===== config.mk =====
export PLATFORM = sky130hd
export DESIGN_NAME = stepped_boiler_pressure_power_control
export DESIGN_NICKNAME = d
export VERILOG_FILES = /design/src/rtl/sbppc_pkg.sv /design/src/rtl/stepped_boiler_pressure_power_control.sv
export SDC_FILE = /design/constraint.sdc
export NUM_CORES = 1
export LEC_CHECK = 0
export BUFFER_PORTS_ARGS = -buffer_cell sky130_fd_sc_hd__buf_2
export CAP_MARGIN = 5
export CORE_ASPECT_RATIO = 0.5
export CORE_MARGIN = 5
export CORE_UTILIZATION = 45
export DETAILED_ROUTE_END_ITERATION = 8
export MAX_ROUTING_LAYER = met4
export SKIP_CTS_REPAIR_TIMING = 1
export SYNTH_ARGS = -nofsm -noshare
export SYNTH_HDL_FRONTEND = slang
export SYNTH_SLANG_ARGS = --single-unit

===== constraint.sdc =====
create_clock -name clk_i -period 16.65 [get_ports clk_i]
set_input_delay 0.8325 -clock clk_i [delete_from_list [all_inputs] [get_ports clk_i]]
set_output_delay 0.8325 -clock clk_i [all_outputs]
set_load 0.005 [all_outputs]

===== src/rtl/sbppc_pkg.sv =====
// Shared types, register indexes and constants of the stepped boiler pressure power control.
package sbppc_pkg;

  // Field widths.
  localparam int PRESSURE_BITS  = 12;
  localparam int OFFSET_BITS    = 8;
  localparam int POWER_BITS     = 7;
  localparam int MAX_POWER_BITS = 8;
  localparam int TIME_BITS      = 16;

  // Default offset added to the setpoint on phase-change devices.
  localparam int DEFAULT_PHASE_OFFSET = 65;

  // Configuration port.
  localparam int CFG_IDX_BITS  = 3;
  localparam int CFG_DATA_BITS = PRESSURE_BITS;
  typedef logic [CFG_IDX_BITS-1:0] cfg_idx_t;

  localparam cfg_idx_t REG_SET_PRESSURE   = cfg_idx_t'(0);
  localparam cfg_idx_t REG_STOP_PRESSURE  = cfg_idx_t'(1);
  localparam cfg_idx_t REG_MIN_POWER      = cfg_idx_t'(2);
  localparam cfg_idx_t REG_MAX_POWER      = cfg_idx_t'(3);
  localparam cfg_idx_t REG_PHASE_DEVICE   = cfg_idx_t'(4);
  localparam cfg_idx_t REG_CONTROL_VARIANT = cfg_idx_t'(5);

  // Register values after reset.
  localparam logic [PRESSURE_BITS-1:0]  RST_SET_PRESSURE  = PRESSURE_BITS'(100);
  localparam logic [PRESSURE_BITS-1:0]  RST_STOP_PRESSURE = PRESSURE_BITS'(150);
  localparam logic [POWER_BITS-1:0]     RST_MIN_POWER     = POWER_BITS'(15);
  localparam logic [MAX_POWER_BITS-1:0] RST_MAX_POWER     = MAX_POWER_BITS'(100);

  // Control thresholds.
  localparam logic [TIME_BITS-1:0]      FAST_ON_TIME  = TIME_BITS'(6);
  localparam logic [TIME_BITS-1:0]      FAST_OFF_TIME = TIME_BITS'(5);
  localparam logic [POWER_BITS-1:0]     HOLD_POWER    = POWER_BITS'(80);
  localparam logic [POWER_BITS-1:0]     TRIM_POWER    = POWER_BITS'(70);
  localparam logic [PRESSURE_BITS:0]    BAND_STEP     = (PRESSURE_BITS+1)'(2);
  localparam logic [PRESSURE_BITS:0]    BAND_LOW      = (PRESSURE_BITS+1)'(10);
  localparam logic [MAX_POWER_BITS-1:0] POWER_CAP     = MAX_POWER_BITS'(100);
  localparam logic [MAX_POWER_BITS-1:0] MAX_FLOOR     = MAX_POWER_BITS'(20);
  localparam logic [MAX_POWER_BITS-1:0] MAX_DEFAULT   = MAX_POWER_BITS'(25);

  // Input word.
  typedef struct packed {
    logic                     one_sec_tick;
    logic                     five_sec_tick;
    logic                     rate_tick;
    logic                     flame_on;
    logic [PRESSURE_BITS-1:0] outlet_pressure;
    logic [PRESSURE_BITS-1:0] high_side_pressure;
  } in_word_t;

  // Result word.
  typedef struct packed {
    logic [POWER_BITS-1:0] power_percent;
    logic                  overpressure_trip;
    logic [TIME_BITS-1:0]  change_time;
  } out_word_t;

endpackage


===== src/rtl/stepped_boiler_pressure_power_control.sv =====
// Top level of the stepped boiler pressure power control.
//
// Takes one word of ticks, flame flag and pressures, steps the burner power by one
// percent on pending one-second or five-second ticks (after any drop to the hold or
// trim level) and returns one word with the clamped power, the overpressure trip and
// the last measured change time. The output register is loaded from the control step,
// which follows the rate step directly, or after a 16-step shift-and-subtract divider,
// one quotient bit per cycle, when a rate tick sees a pressure change. The block takes
// no new word while one is in work. Once a result sits in the output register the
// next word can be accepted in that same cycle, and a finished result waits in the
// control step until the output register is free.
module stepped_boiler_pressure_power_control #(
  parameter int unsigned PHASE_OFFSET = sbppc_pkg::DEFAULT_PHASE_OFFSET
) (
  input  logic                                 clk_i,
  input  logic                                 rst_ni,
  input  logic                                 in_valid_i,
  output logic                                 in_stall_o,
  input  sbppc_pkg::in_word_t                  in_word_i,
  output logic                                 out_valid_o,
  input  logic                                 out_stall_i,
  output sbppc_pkg::out_word_t                 out_word_o,
  input  logic                                 cfg_we_i,
  input  sbppc_pkg::cfg_idx_t                  cfg_idx_i,
  input  logic [sbppc_pkg::CFG_DATA_BITS-1:0]  cfg_wdata_i
);
  import sbppc_pkg::*;

  localparam int PW1 = PRESSURE_BITS + 1;
  localparam int CNT_BITS = $clog2(TIME_BITS);
  localparam logic [OFFSET_BITS-1:0] OFFSET_C = OFFSET_BITS'(PHASE_OFFSET);
  localparam logic [CNT_BITS-1:0] DIV_LAST = CNT_BITS'(TIME_BITS - 1);
  localparam logic [TIME_BITS-1:0] TIME_MAX = {TIME_BITS{1'b1}};

  typedef enum logic [1:0] {ST_IDLE, ST_RATE, ST_DIV, ST_CTRL} state_e;

  // Control state and registers.
  state_e                     state_q, state_d;
  logic [PRESSURE_BITS-1:0]   set_q, stop_q;
  logic [POWER_BITS-1:0]      min_q;
  logic [MAX_POWER_BITS-1:0]  max_q;
  logic                       phase_q, variant_q;
  logic [POWER_BITS-1:0]      power_q, power_d;
  logic                       fast_q, fast_d;
  logic                       pend1_q, pend1_d, pend5_q, pend5_d;
  logic [PRESSURE_BITS-1:0]   prev_q, prev_d;
  logic [TIME_BITS-1:0]       timer_q, timer_d;
  logic [TIME_BITS-1:0]       mct_q, mct_d;
  logic                       out_valid_q, out_valid_d;
  out_word_t                  out_word_q, out_word_d;

  // Latched item and divider registers.
  logic                       rate_q, flame_q;
  logic [PRESSURE_BITS-1:0]   p_q, hs_q;
  logic [PRESSURE_BITS-1:0]   rem_q, rem_d, den_q, den_d;
  logic [TIME_BITS-1:0]       quo_q, quo_d;
  logic [CNT_BITS-1:0]        cnt_q, cnt_d;

  logic accept, out_free;
  assign accept   = in_valid_i && (state_q == ST_IDLE);
  assign out_free = !out_valid_q || !out_stall_i;

  // Real pressure and the offset setpoint and stop limits.
  logic [PRESSURE_BITS-1:0] r;
  logic [PW1-1:0] off_ext, m, stop_m, r_ext, p_ext;
  assign r       = phase_q ? hs_q : p_q;
  assign off_ext = phase_q ? PW1'(OFFSET_C) : '0;
  assign m       = {1'b0, set_q} + off_ext;
  assign stop_m  = {1'b0, stop_q} + off_ext;
  assign r_ext   = {1'b0, r};
  assign p_ext   = {1'b0, p_q};

  // Rate measurement helpers.
  logic [TIME_BITS-1:0]     timer_inc;
  logic [PRESSURE_BITS-1:0] diff;
  assign timer_inc = (timer_q == TIME_MAX) ? timer_q : timer_q + TIME_BITS'(1);
  assign diff      = (r > prev_q) ? (r - prev_q) : (prev_q - r);

  // One shift-and-subtract step of the divider.
  logic [PW1-1:0]       trial, trial_sub;
  logic                 fits;
  logic [PRESSURE_BITS-1:0] rem_step;
  logic [TIME_BITS-1:0] quo_step;
  assign trial     = {rem_q, quo_q[TIME_BITS-1]};
  assign fits      = trial >= {1'b0, den_q};
  assign trial_sub = trial - {1'b0, den_q};
  assign rem_step  = fits ? trial_sub[PRESSURE_BITS-1:0] : trial[PRESSURE_BITS-1:0];
  assign quo_step  = {quo_q[TIME_BITS-2:0], fits};

  // Pressure comparisons for the power step.
  logic below, at_set, r_hi, p_gt, p_ge, p_ge2, r_lo, old_hi;
  assign below  = (p_q < set_q) && (r_ext < m);
  assign at_set = (r_ext == m);
  assign r_hi   = (r_ext > m);
  assign p_gt   = (p_q > set_q);
  assign p_ge   = (p_q >= set_q);
  assign p_ge2  = (p_ext >= ({1'b0, set_q} + BAND_STEP));
  assign r_lo   = ((r_ext + BAND_LOW) <= m);
  assign old_hi = (power_q > HOLD_POWER);

  // Fast-ramp flag as seen by the step logic.
  logic fast_mid;
  always_comb begin
    fast_mid = fast_q;
    if (below) begin
      if (mct_q > FAST_ON_TIME) fast_mid = 1'b1;
      if (mct_q <= FAST_OFF_TIME) fast_mid = 1'b0;
    end
    if (at_set) fast_mid = 1'b1;
  end

  // Step decisions and consumed ticks.
  logic up_fast, up_slow, up_band, dn_branch, down, up, trim;
  assign up_fast   = below && fast_mid && pend1_q;
  assign up_slow   = below && !fast_mid && pend5_q;
  assign up_band   = variant_q && p_ge && !r_hi && !p_ge2 && r_lo && pend1_q;
  assign dn_branch = variant_q ? ((p_ge && (r_hi || p_ge2)) || (!p_ge && r_hi))
                               : (p_gt || r_hi);
  assign down      = pend1_q && dn_branch;
  assign up        = up_fast || up_slow || up_band;
  assign trim      = r_hi && (variant_q ? p_ge : p_gt) && old_hi;

  // New power level before and after the clamp.
  logic [MAX_POWER_BITS-1:0] t_base, t_step, amax, t_max, t_fin;
  always_comb begin
    t_base = {1'b0, power_q};
    if (at_set && old_hi) t_base = {1'b0, HOLD_POWER};
    if (trim) t_base = {1'b0, TRIM_POWER};
    if (up) begin
      t_step = t_base + MAX_POWER_BITS'(1);
    end else if (down) begin
      t_step = (t_base == '0) ? '0 : t_base - MAX_POWER_BITS'(1);
    end else begin
      t_step = t_base;
    end
    if (max_q >= POWER_CAP) begin
      amax = POWER_CAP;
    end else if (max_q < MAX_FLOOR) begin
      amax = MAX_DEFAULT;
    end else begin
      amax = max_q;
    end
    t_max = (t_step > amax) ? amax : t_step;
    t_fin = (t_max < {1'b0, min_q}) ? {1'b0, min_q} : t_max;
  end

  logic trip;
  assign trip = (r_ext >= stop_m) || (p_q >= stop_q);

  // Sequencer next state.
  always_comb begin
    state_d     = state_q;
    power_d     = power_q;
    fast_d      = fast_q;
    pend1_d     = pend1_q;
    pend5_d     = pend5_q;
    prev_d      = prev_q;
    timer_d     = timer_q;
    mct_d       = mct_q;
    out_valid_d = out_valid_q && out_stall_i;
    out_word_d  = out_word_q;
    rem_d       = rem_q;
    den_d       = den_q;
    quo_d       = quo_q;
    cnt_d       = cnt_q;
    case (state_q)
      ST_IDLE: begin
        if (accept) begin
          pend1_d = pend1_q || in_word_i.one_sec_tick;
          pend5_d = pend5_q || in_word_i.five_sec_tick;
          state_d = ST_RATE;
        end
      end
      ST_RATE: begin
        state_d = ST_CTRL;
        if (rate_q) begin
          if (flame_q) begin
            timer_d = timer_inc;
            if (r != prev_q) begin
              // Start the divider on timer / pressure difference.
              prev_d  = r;
              timer_d = '0;
              rem_d   = '0;
              den_d   = diff;
              quo_d   = timer_inc;
              cnt_d   = DIV_LAST;
              state_d = ST_DIV;
            end
          end else begin
            prev_d  = r;
            timer_d = '0;
            mct_d   = '0;
          end
        end
      end
      ST_DIV: begin
        rem_d = rem_step;
        quo_d = quo_step;
        cnt_d = cnt_q - CNT_BITS'(1);
        if (cnt_q == '0) begin
          mct_d   = quo_step;
          state_d = ST_CTRL;
        end
      end
      ST_CTRL: begin
        // Commit the step once the output register can take the result.
        if (out_free) begin
          power_d     = t_fin[POWER_BITS-1:0];
          fast_d      = fast_mid || (t_fin[POWER_BITS-1:0] >= TRIM_POWER);
          pend1_d     = pend1_q && !(up_fast || up_band || down);
          pend5_d     = pend5_q && !up_slow;
          out_valid_d = 1'b1;
          out_word_d.power_percent     = t_fin[POWER_BITS-1:0];
          out_word_d.overpressure_trip = trip;
          out_word_d.change_time       = mct_q;
          state_d     = ST_IDLE;
        end
      end
      default: begin
        state_d = ST_IDLE;
      end
    endcase
  end

  // State, configuration and output register.
  always_ff @(posedge clk_i or negedge rst_ni) begin
    if (!rst_ni) begin
      state_q     <= ST_IDLE;
      set_q       <= RST_SET_PRESSURE;
      stop_q      <= RST_STOP_PRESSURE;
      min_q       <= RST_MIN_POWER;
      max_q       <= RST_MAX_POWER;
      phase_q     <= 1'b0;
      variant_q   <= 1'b0;
      power_q     <= '0;
      fast_q      <= 1'b0;
      pend1_q     <= 1'b0;
      pend5_q     <= 1'b0;
      prev_q      <= '0;
      timer_q     <= '0;
      mct_q       <= '0;
      out_valid_q <= 1'b0;
      out_word_q  <= '0;
    end else begin
      state_q     <= state_d;
      power_q     <= power_d;
      fast_q      <= fast_d;
      pend1_q     <= pend1_d;
      pend5_q     <= pend5_d;
      prev_q      <= prev_d;
      timer_q     <= timer_d;
      mct_q       <= mct_d;
      out_valid_q <= out_valid_d;
      out_word_q  <= out_word_d;
      if (cfg_we_i) begin
        case (cfg_idx_i)
          REG_SET_PRESSURE:    set_q     <= cfg_wdata_i[PRESSURE_BITS-1:0];
          REG_STOP_PRESSURE:   stop_q    <= cfg_wdata_i[PRESSURE_BITS-1:0];
          REG_MIN_POWER:       min_q     <= cfg_wdata_i[POWER_BITS-1:0];
          REG_MAX_POWER:       max_q     <= cfg_wdata_i[MAX_POWER_BITS-1:0];
          REG_PHASE_DEVICE:    phase_q   <= cfg_wdata_i[0];
          REG_CONTROL_VARIANT: variant_q <= cfg_wdata_i[0];
          default: begin
          end
        endcase
      end
    end
  end

  // Item capture and divider working registers.
  always_ff @(posedge clk_i) begin
    if (accept) begin
      rate_q  <= in_word_i.rate_tick;
      flame_q <= in_word_i.flame_on;
      p_q     <= in_word_i.outlet_pressure;
      hs_q    <= in_word_i.high_side_pressure;
    end
    rem_q <= rem_d;
    den_q <= den_d;
    quo_q <= quo_d;
    cnt_q <= cnt_d;
  end

  assign in_stall_o  = (state_q != ST_IDLE);
  assign out_valid_o = out_valid_q;
  assign out_word_o  = out_word_q;

endmodule


== After elaboration in Yosys (flattened, before gate mapping) ==
Index checks and enable logic that the tools add are counted.
Widths: inputs -> output; s select.
Word-level totals
  flip-flop bits (word level): 185
Cells by class
  reduce and logical (&&, ||, !) cells: 61
  add/sub/neg operators: 11
  equality and inequality tests: 19
  order comparisons: 19
  mux-type cells: 55
Operators by type and width (number)
  $mux 16: 9
  $mux 12: 8
  $pmux 16 s2: 2
  $mux 8: 7
  $sub 12x12->12: 3
  $add 12x7->13: 2
  $ge 12x13->1: 2
  $ge 12x12->1: 2
  $gt 12x12->1: 2
  $pmux 12 s2: 1
  $mux 7: 3
  $logic_and 1x1->1: 20
  $add 16x1->16 const B: 1
  $eq 16x16->1 const B: 1
  $gt 16x3->1 const B: 1
  $le 16x3->1 const B: 1
  $reduce_and 2->1: 8
  $mux 1: 15
  $ne 2x2->1 const B: 7
  $add 12x2->13 const B: 1
  $add 12x4->13 const B: 1
  $eq 12x13->1: 1
  $ge 13x12->1: 1
  $gt 12x13->1: 1
  33 further kinds: 65

== Longest topological paths before layout ==
Gate-level depths: netlist of the first run.
  depth after elaboration: 18
  mapped depth: 41
  mapped depth without buffers: 37

== Worst setup path before layout of the first run ==
No wires, ideal clock.
  path type: register -> register
  start point: register phase_q
  end point: register fast_q
  setup time: 87 ps
  buffers on the path: 5
  period minus slack after synthesis: 8344 ps
  setup slack: 8306 ps
  stages on the path, launching flop included: 41
  arrival time: 8258 ps
  cell sequence: dfrtp_1 > buf_2 > buf_1 > mux2i_1 > inv_1 > ha_1 > nor2_1 > a21oi_1 > nand2_1 > nor3_1 > nand3_1 > xnor2_1 > ha_1 > and2_1 > nand2_1 > nor4_1 > nand2_1 > mux2_2 > [5 not listed] > ha_1 > nor2b_1 > o21a_1 > o21a_1 > o21ai_0 > a21oi_1 > o31ai_1 > clkbuf_1 > o22ai_1 > ha_1 > nand3_1 > or3_1 > inv_1 > o21ai_0 > o21a_1 > buf_4 > a211o_1 > a211oi_2
Between the ends
  elaborated cells on any way between the ends: 47
  classes of those cells: add/sub: 4; order compare: 6; eq/ne: 1; mux: 12; reduce/logical: 24
RTL lines
  from (decl): RTL line stepped_boiler_pressure_power_control.sv:42  | logic phase_q, variant_q;
  from (signal assigned): RTL line stepped_boiler_pressure_power_control.sv:261  | REG_PHASE_DEVICE: phase_q <= cfg_wdata_i[0];
  $mux 12 (*): RTL line stepped_boiler_pressure_power_control.sv:66  | assign r = phase_q ? hs_q : p_q;
  via r[1]: RTL line stepped_boiler_pressure_power_control.sv:64  | logic [PRESSURE_BITS-1:0] r;
  parallel branches: the longest is 15 deep, another holds $gt 12x13->1
  $logic_or 1x1->1 (*): RTL line stepped_boiler_pressure_power_control.sv:209  | fast_d = fast_mid || (t_fin[POWER_BITS-1:0] >= TRIM_POWER);
  to (signal assigned): RTL line stepped_boiler_pressure_power_control.sv:247  | fast_q <= fast_d;
  to (decl): RTL line stepped_boiler_pressure_power_control.sv:44  | logic fast_q, fast_d;
Mark *: on every way through the listed nets, which the timed path passes.
A chain may end at the register's enable or synchronous reset.

== Worst setup path in the final report of the first run ==
  start point: register phase_q
  end point: register fast_q
Between the ends
  word-level cells in the longest chain between the ends: 18
  elaborated cells on any way between the ends: 47
  classes of those cells: add/sub: 4; order compare: 6; eq/ne: 1; mux: 12; reduce/logical: 24
Ends and longest elaborated chain (RTL line)
  parallel branches: the longest is 17 deep, another holds $add 12x7->13
  $logic_or 1x1->1 (*): stepped_boiler_pressure_power_control.sv:209
Every way passes the cells marked *.

==> run summary, run 1 <==
The flow ran to the end, and the final reports show no timing, DRC or antenna violations. TritonCTS built the clock tree. The row count is 44. In the final routed layout, each cell accounts on average for 17.9 um. For this block, the initial DRC count from the detailed router was 920. The clock input transition at the sequential cells of the worst setup and hold paths came out at 0.08 ns. The final critical path takes up 53.5% of the cycle.

The starting utilization of the core area came out at 45.2%. The final critical path time including I/O delays and setup came out at 8.91 ns. In this run, flip-flops and latches consume 30.0% of the power. The area of the mapped netlist is 0.0130 sq mm. In this run, synthesis produced a sequential element count of 185. Setup violations remaining at the end of the flow were counted as 0. The maximum number of pins on one net before global-route repair is 64. After legalization and detailed placement, the total HPWL measured 26300 um. The number of global-route vias before repair came out at 10509. The die width came out at 250 um. For this run, design rule violations remaining after detail routing come to 0. The worst path meets setup with 7.74 ns of slack. The worst IR drop on VDD is 0.0921 mV. On the critical path, the stage with the largest delay is an instance of dfrtp_1. Yosys mapped a number of flops with a built-in enable equal to 70. The actual slew at the worst max-slew pin is 1.08 ns. The net total in the final layout is 1677. The overall power is 2.57 mW. The number of instances in the synthesized netlist is 1433. The cell chosen for the clock root is clkbuf_16. Power spread over the standard cell area amounts to 179 mW/mm^2. The cell leakage power came out at 6.36 nW. The number of endpoints with negative hold slack in the final report is 0. The setup clock skew after layout came out at 0.0135 ns. When the netlist entered floorplanning its net count stood at 1620. Relative to the synthesized area, the layout overhead comes to 10.6%. The share of total power in combinational logic is 53.9%. The number of pins with negative max-slew slack in the final report is 0. The class of the worst hold path is primary input to asynchronous set/reset pin. The worst setup path is captured at a flop. Internal power comes to 1.41 mW. The sequential share of the synthesized area came out at 38.5%. The leftover overflow at the end of global routing is 0. The maximum fanout count along the critical path is 19. The total clock buffers created by CTS is 17. The worst setup path category is flop to flop.

The later-pin clock latency in the skew report came out at 0.46 ns. The die is 130 um tall. The share of total power dissipated in the clock network is 16.2%. Adding up every negative setup slack in the final design gives 0 ns. For this run, the leading register cell type out of synthesis is dfrtp_1. The diode insertion count for antenna repair came out at 0. The number of I/O port buffers is 73.

The max-capacitance violation count is 0. The total via count after detailed routing came out at 10769. CTS built an H-tree with a depth of 4. The detail route stage leaves a number of antenna-violating nets equal to 0.

The count of cell types in the netlist is 83. The number of buffers between clock root and the deepest sink is 2. The overall routed net length is 34000 um.

In the routed layout, each cell is associated on average with a via count of 5.69. The placement-stage worst setup slack is 7.94 ns. The worst setup path is launched from a flop. The warning count from the yosys run came out at 0. The region available for standard cell placement spans 0.0287 sq mm. The die area came out at 0.0326 sq mm. The data arrival time of the critical path is 9.28 ns. The dominant cell type by count on the critical path is ha_1. The largest single stage delay on the critical path is 0.51 ns.

Setup repair after global routing left no endpoint under its margin. For this design the top-level I/O count stands at 74. The maximum clock rate came out at 112 MHz.

The switching power of the nets is 1.15 mW. The switching fraction of total power is 44.9%. The layout cell share with drive strength beyond 1 came out at 11.4%. The number of antenna violations at the first check in global routing came out at 0.

The total track usage came out at 21.8%. The first detailed-routing pass ran for 5 iterations. The clock sink count is 185. The relative max-transition margin came out at 25.9%. The average instance area after synthesis is 9.07 sq um. The congestion estimate from routability-driven global placement came to 0.946. The async set-or-reset flop fraction in the synthesized netlist came out at 62.2%. The first global-routing pass estimated 55200 um of wire. The critical path data required time came out at 17.03 ns.
## cells in the final DEF, fill, tap and decap left out, drive strengths merged, types with 6 or more instances in the layout
cell    netlist  routed
nor3         20      20
clkbuf       41      19
a21oi        84      84
nand3        46      46
buf           8      87
xnor2        58      58
a21boi        7       7
ha          136     136
a211oi       15      15
or3           7       7
a21o         36      36
o21a          6       6
dfrtp       101     101
dfstp        14      14
a31oi         7       7
o22ai         8       8
mux2         20      20
edfxtp       70      70
o21ai       134     134
and3          7       7
mux2i        28      28
nor2b        22      22
and2         10      10
nand4        22      22
nor2         81      81
xor2         11      11
o211ai        6       6
nor4          8       8
o31ai        15      15
nand2b       19      19
inv         101     109
nand2       211     211
## critical path, delay by kind of cell (launching register included)
family	cells	cell delay (ns)
AOI/OAI and AO/OA	12	2.65
adders and majority gates	6	1.51
and+or+nand+nor	13	2.72
xor gates and xnor gates	1	0.17
DFF	1	0.51
buffers and inverters	3	0.66
muxes	2	0.55
## layer usage
metal  vias up  GRT usage [%]  part of all wire [%]
met4         0           6.54                   1.6
li1       5220              -                     -
met3        42           3.13                   4.7
met5         -              -                     0
met2       269           32.1                    42
met1      5238           31.3                    51
## synth_stat cells, types with 20 or more instances
| library cell | n | area, sq um |
|---|---|---|
| xnor2_1 | 58 | 508 |
| dfrtp_1 | 101 | 2530 |
| a21oi_1 | 84 | 420 |
| clkbuf_1 | 41 | 154 |
| mux2i_1 | 27 | 270 |
| nand4_1 | 22 | 138 |
| o21ai_0 | 132 | 661 |
| nor2_1 | 81 | 304 |
| nor2b_1 | 22 | 138 |
| ha_1 | 136 | 1700 |
| nand2_1 | 211 | 792 |
| inv_1 | 100 | 375 |
| mux2_2 | 20 | 225 |
| nand3_1 | 45 | 225 |
| a21o_1 | 36 | 270 |
| edfxtp_1 | 70 | 2100 |
## logic make-up (layout without fill, tap and decap cells)
logic type	Yosys count	in the layout	share of synthesized area (%)
AND/OR/NAND/NOR	474	474	17.0
AO/OA/AOI/OAI	366	366	17.7
flip-flops	185	185	38.5
buffers and inverters	150	220	4.48
adder cells (fa/ha/maj)	139	139	13.6
XOR/XNOR	70	70	4.82
multiplexers	48	48	3.92
other	1	1	0.0289
## final cells by class
type                       count  area [sq um]
clock buffer                  19           454
clock inverter                13           130
fill                        2706         14400
inverter                     101           379
multi-input combinational   1098          7450
sequential                   185          5000
tap                          391           489
timing repair buffer          87           473
## power groups by stage
stage	Clock, mW	Sequential [mW]	Combinational, mW
final	0.415	0.769	1.38
after CTS	0.423	0.767	1.37
after floorplan	0	0.730	1.04
after global placement	0	0.771	1.34
after detailed placement	0	0.775	1.37
after global routing	0.444	0.786	1.56
## registers in the layout, indices dropped and copies added (netlist names), 16 cells and up
register / cells
mct_q: 16
out_word_o: 24
quo_q: 16
timer_q: 16
## final timing paths
path / from / to / slack (ns) / depth (start not counted)
max: phase_q / fast_q / 7.74 / 37
min: rst_ni / out_word_o[10] / 0.41 / 1
max reg2reg: phase_q / fast_q / 7.74 / 37
min reg2reg: out_word_o[6] / out_word_o[6] / 0.48 / 2
max in group asynchronous: rst_ni / set_q[3] / 14.85 / 2
min in group clk_i: out_word_o[6] / out_word_o[6] / 0.48 / 2
## metrics by stage
| stage | area [sq um] | hold slack, ns | instances | utilization, % |
|---|---|---|---|---|
| global placement | 13800 | 0.455 | 1862 | 48.0 |
| finish | 14400 | 0.412 | 1894 | 50.0 |
| global route | 14400 | 0.485 | 1894 | 50.0 |
| CTS | 14400 | 0.434 | 1894 | 50.0 |
| floorplan | 13000 | 0.452 | 1433 | - |
| detailed placement | 13800 | 0.460 | 1862 | 48.0 |
No activity file was read; power rests on OpenSTA's default activity.
==> run 2, diff against run 1 <==
Clock period 16.65 ns to 9.35 ns, I/O delays scaled along.
==> run summary, run 2 (synthesized netlist as in run 1, its figures left out) <==
The most critical setup path has its startpoint at phase_q. The worst path meets setup with 0.859 ns of slack. The number of pins with negative max-slew slack in the final report came out at 0. The filler cell count in the final layout came out at 2732. The first global-routing pass estimated 54800 um of wire. The clock sink count is 185. The number of placed cells counting well taps is 1863. The length of the first detailed-routing pass in iterations came out at 5. The placement-stage worst setup slack is 0.953 ns. The setup clock skew after layout came out at 0.00757 ns.

The leftover overflow at the end of global routing came out at 0. TritonCTS built the clock tree. The filler-free cell count of the finished design is 1895. The post-route clock period utilization is 90.8%. The max-capacitance violation count came out at 0. In the global route stage, overall resource usage came out at 21.8%. The area of the core is 0.0287 sq mm. The worst setup path is captured at a flop.

The number of global-route vias before repair came out at 10299. The net total in the final layout is 1678. The number of endpoints with negative hold slack in the final report is 0. Using the TritonRoute via totals, the vias-per-cell ratio works out to 5.60. The tree is rooted in a clkbuf_16. Setup repair after global routing left no endpoint under its margin. The total clock buffers created by CTS came out at 17. The die area came out at 0.0326 sq mm. The worst IR drop on VDD is 0.147 mV. The library cells used most frequently in the layout, excluding fill and tap cells, are 211 x nand2_1, 136 x ha_1, 132 x o21ai_0. The detailed placement HPWL is 26400 um. The remaining routing DRC violations came out at 0. The critical path data required time is 9.72 ns. The library cell used most frequently in the layout, excluding fill and tap cells, is nand2_1.

The total setup violations reported at the end of the flow came out at 0. The gate family responsible for the most delay along the worst path is simple AND/OR/NAND/NOR gates. The largest single stage delay on the critical path is 0.43 ns. The layout overhead on the synthesized area came out at 10.8%. Summed over all cells, the static leakage comes to 6.37 nW. Among all stages on the critical path, the largest delay is contributed by dfrtp_1. The actual slew at the worst max-slew pin is 1.08 ns. The dominant cell type by count on the critical path is ha_1.

Entering global routing, the biggest net connects 63 pins. The number of primary I/O pins came out at 74. The die width is 250 um. The relative max-transition margin is 27.2%. The fraction of the core area covered by cells at the end of the flow is 50.1%.

The placer's final routability congestion estimate came out at 0.900. The number of buffers between clock root and the deepest sink is 2. For this block, the initial DRC count from the detailed router was 798. For the worst flop-to-flop path, the logic depth is 36.

In this run the power density over the cells is 319 mW/mm^2. The overall routed net length came out at 34100 um. The overall power is 4.59 mW. The diode insertion count for antenna repair came out at 0. The final critical path time including I/O delays and setup came out at 8.49 ns. Buffers placed on the I/O ports in this run total 73. In the final routed layout, each cell accounts on average for 18.0 um. The number of flip-flops in the largest register came out at 24. The total via count after detailed routing came out at 10619. The beginning of the worst register-to-register path is phase_q. After clock tree synthesis, the clock-pin slew on the worst setup and hold paths is 0.08 ns. The maximum clock rate is 118 MHz. In this run the worst hold path is classified as primary input to asynchronous set/reset pin. The worst setup path is launched from a flop. The vertical die dimension came out at 130 um. Once the floorplan was initialized, standard cells occupied 45.2% of the core. The later-pin clock latency in the skew report is 0.46 ns. The setup path with the least slack is of type flop to flop.

The flow ran to the end, and the final reports show no timing, DRC or antenna violations. The floorplan has 44 rows. In the final layout, the share of cells above drive strength 1 is 11.6%. The CTS H-tree depth is 4.

The sum of negative setup slack came out at 0 ns. The total stage count of the critical path is 36. The final antenna-violating net count came out at 0. The maximum fanout count along the critical path came out at 16. The number of buffer and inverter instances along the worst setup path is 2.

The number of antenna violations at the first check in global routing is 0. The data arrival time of the critical path is 8.86 ns.
==> run 2: cell count changes in the layout (fill, tap and decap cells not counted), sizes merged <==
cell / before / now
buf: 87 / 88
clkbuf: 19 / 20
clkinv: 5 / 4
clkinvlp: 0 / 2
inv: 109 / 107
==> run 2: final cells by class <==
cell class / instances / area (sq um) / area share (%)
clock buffer: 20 / 489 / 3.40
sequential: 185 / 5000 / 34.7
tap: 391 / 489 / 3.40
multi-input combinational: 1098 / 7450 / 51.7
inverter: 101 / 379 / 2.63
clock inverter: 12 / 121 / 0.843
timing repair buffer: 88 / 480 / 3.34
==> run 2: where the power goes <==
part           switching (mW)  internal (mW)  total, mW
clock network           0.368          0.391      0.760
registers               0.214           1.15       1.37
logic                    1.46          0.996       2.46
==> run 2: metal layers <==
metal  vias up  global-route usage [%]  routed length (um)
met1      5163                    31.6               17600
met4         0                    5.45                 396
met5         -                       -                   0
li1       5221                       -                   -
met2       204                    32.5               14700
met3        31                    2.93                1400
==> run 2: through the flow <==
step           hold WS [ns]  cell area, sq um
6_report             0.0789             14400
2_1_floorplan         0.172             13000
3_3_place_gp          0.456             13800
5_1_grt               0.166             14400
3_5_place_dp          0.457             13800
4_1_cts               0.105             14400
==> run 2: final timing paths <==
check,slack (ns),to
max in group asynchronous,7.98,set_q[3]
worst min-delay path,0.08,out_word_o[10]
worst max-delay path,0.86,fast_q
worst max register to register,0.86,fast_q
min in group clk_i,0.18,p_q[7]
worst min register to register,0.48,out_word_o[8]
==> run 3, diff against run 2 <==
Settings changed: CORE_UTILIZATION 45 to 30.
==> run summary, run 3 (synthesized netlist as in run 1, its figures left out) <==
The clock input transition at the sequential cells of the worst setup and hold paths came out at 0.08 ns. The actual slew at the worst max-slew pin came out at 1.09 ns. In the final layout, flip-flops and latches occupy 0.00500 sq mm.

The CTS H-tree depth is 4. The worst-case hold slack is 0.0696 ns. The average wire length per cell after detail routing is 15.9 um.

The worst IR drop on VDD is 0.162 mV. The clock sink count is 185. Leaving out fill and tap cells, the most frequent cells in the layout are 211 x nand2_1, 136 x ha_1, 132 x o21ai_0.

The overall routed net length came out at 33100 um. The number of endpoints with negative hold slack in the final report was 0. The number of pins with negative max-slew slack in the final report came out at 0. Based on the critical path, the design can be clocked at up to 119 MHz. The starting utilization of the core area came out at 30.7%. The area of the core came out at 0.0424 sq mm. The final critical path time including I/O delays and setup is 8.42 ns. At the later pin of the worst-skew pair, clock insertion delay measures 0.45 ns. The relative max-transition margin came out at 27.5%. The number of antenna violations at the first check in global routing came out at 0.

The total track usage came out at 14.4%. The placer's final routability congestion estimate is 0.907. The data arrival time of the critical path came out at 8.79 ns. The vertical die dimension came out at 157 um.

The sum of negative setup slack is 0 ns. Leaving out fill and tap cells, the most frequent cell in the layout is nand2_1. The total clock buffers created by CTS is 17. The detailed placement HPWL is 25500 um.

The maximum fanout count along the critical path is 10. The area taken by multi-input logic gates is 0.00746 sq mm. The post-route clock period utilization came out at 90.1%. The row count is 53. Setup violations remaining at the end of the flow were counted as 0.

The number of buffers between clock root and the deepest sink came out at 2. STA classifies the critical path startpoint as a flop. Among the stages of the critical path, the cell type that occurs most often is ha_1. The placement-stage worst setup slack came out at 1.03 ns.

The layout cell share with drive strength beyond 1 came out at 11.7%. The remaining routing DRC violations is 0. Once detail routing completed, the nets flagged for antenna violations numbered 0.

74 I/O pins were placed. The filler cell count in the final layout is 4369. Using the TritonRoute via totals, the vias-per-cell ratio works out to 4.98.

The die width came out at 304 um. During placement, the flow inserted port buffers numbering 73. The diode insertion count for antenna repair came out at 0. The filler-free cell count of the finished design is 2079. The total via count after detailed routing came out at 10352.

STA classifies the critical path endpoint as a flop. Summing all non-filler instances in the final layout gives an area of 0.0146 sq mm. The fraction of the core area covered by cells at the end of the flow came out at 34.5%. The net total in the final layout came out at 1676. The power density over the cells came out at 310 mW/mm^2.

The class of the worst hold path is primary input to asynchronous set/reset pin. The die area is 0.0478 sq mm. Setup repair after global routing left no endpoint under its margin. The flow ran to the end, and the final reports show no timing, DRC or antenna violations. The first-pass GRT wire length is 54600 um. The placed standard-cell area came out at 0.0140 sq mm. For the final database, setup skew stands at 0.0160 ns. The length of the first detailed-routing pass in iterations is 5. The number of global-route vias before repair came out at 10302. The iteration-0 DRC count of the detailed router came out at 556. The setup slack of the critical path after layout is 0.929 ns. The number of placed cells counting well taps came out at 2047. Clock tree synthesis selected as its root buffer the cell clkbuf_16. The critical path is of the flop to flop type. The delay of the slowest critical-path stage came out at 0.50 ns. For the worst setup path, the data required time is 9.72 ns. The completed layout was analyzed and its total power is 4.53 mW. The leftover overflow at the end of global routing is 0.

The cell leakage power is 6.36 nW. The number of flip-flops in the largest register is 24. From synthesis to final layout, the design area changed by 12.6%. TritonCTS built the clock tree. Entering global routing, the biggest net connects 65 pins. The slowest stage of the critical path is the dfrtp_1 cell. The max-capacitance violation count came out at 0.
-- run 3: changes by cell type in the layout (fill, tap and decap cells not counted), sizes merged --
cell,change
clkinvlp,-2
buf,-2
inv,+6
clkbuf,-3
clkinv,-1
-- run 3: where the power goes --
part	switching (mW)	internal (mW)
registers	0.211	1.15
clock network	0.387	0.370
logic	1.42	0.991
total	2.02	2.52
-- run 3: final timing paths --
check | slack, ns | endpoint | depth (start not counted) | startpoint
worst max-delay path | 0.93 | fast_q | 35 | phase_q
worst min-delay path | 0.07 | set_q[1] | 1 | rst_ni
worst min register to register | 0.48 | out_word_o[8] | 2 | out_word_o[8]
min in group clk_i | 0.20 | p_q[6] | 1 | in_word_i[18]
worst max register to register | 0.93 | fast_q | 35 | phase_q
max in group asynchronous | 7.92 | timer_q[14] | 2 | rst_ni
-- run 3: final cells by class --
| cell class | instances | share of cell area [%] |
|---|---|---|
| tap | 577 | 4.93 |
| clock buffer | 17 | 2.91 |
| timing repair buffer | 86 | 3.18 |
| multi-input combinational | 1098 | 51.0 |
| inverter | 101 | 2.59 |
| sequential | 185 | 34.1 |
| clock inverter | 15 | 1.25 |
-- run 3: critical path, delay by kind of cell (launching register included) --
| kind | cells | cell delay (ns) |
|---|---|---|
| AOI/OAI and AO/OA | 12 | 2.80 |
| xor gates and xnor gates | 1 | 0.17 |
| adders and majority gates | 6 | 1.65 |
| buffers and inverters | 1 | 0.08 |
| DFF | 1 | 0.50 |
| muxes | 2 | 0.55 |
| and+or+nand+nor | 13 | 2.59 |
-- run 3: per-layer routing --
metal / track usage [%] / share of wire (%) / up-vias
li1: - / - / 5224
met1: 19.1 / 48 / 4936
met2: 23.3 / 47 / 154
met3: 2.02 / 3.6 / 38
met4: 4.14 / 2.1 / 0
met5: - / 0 / -
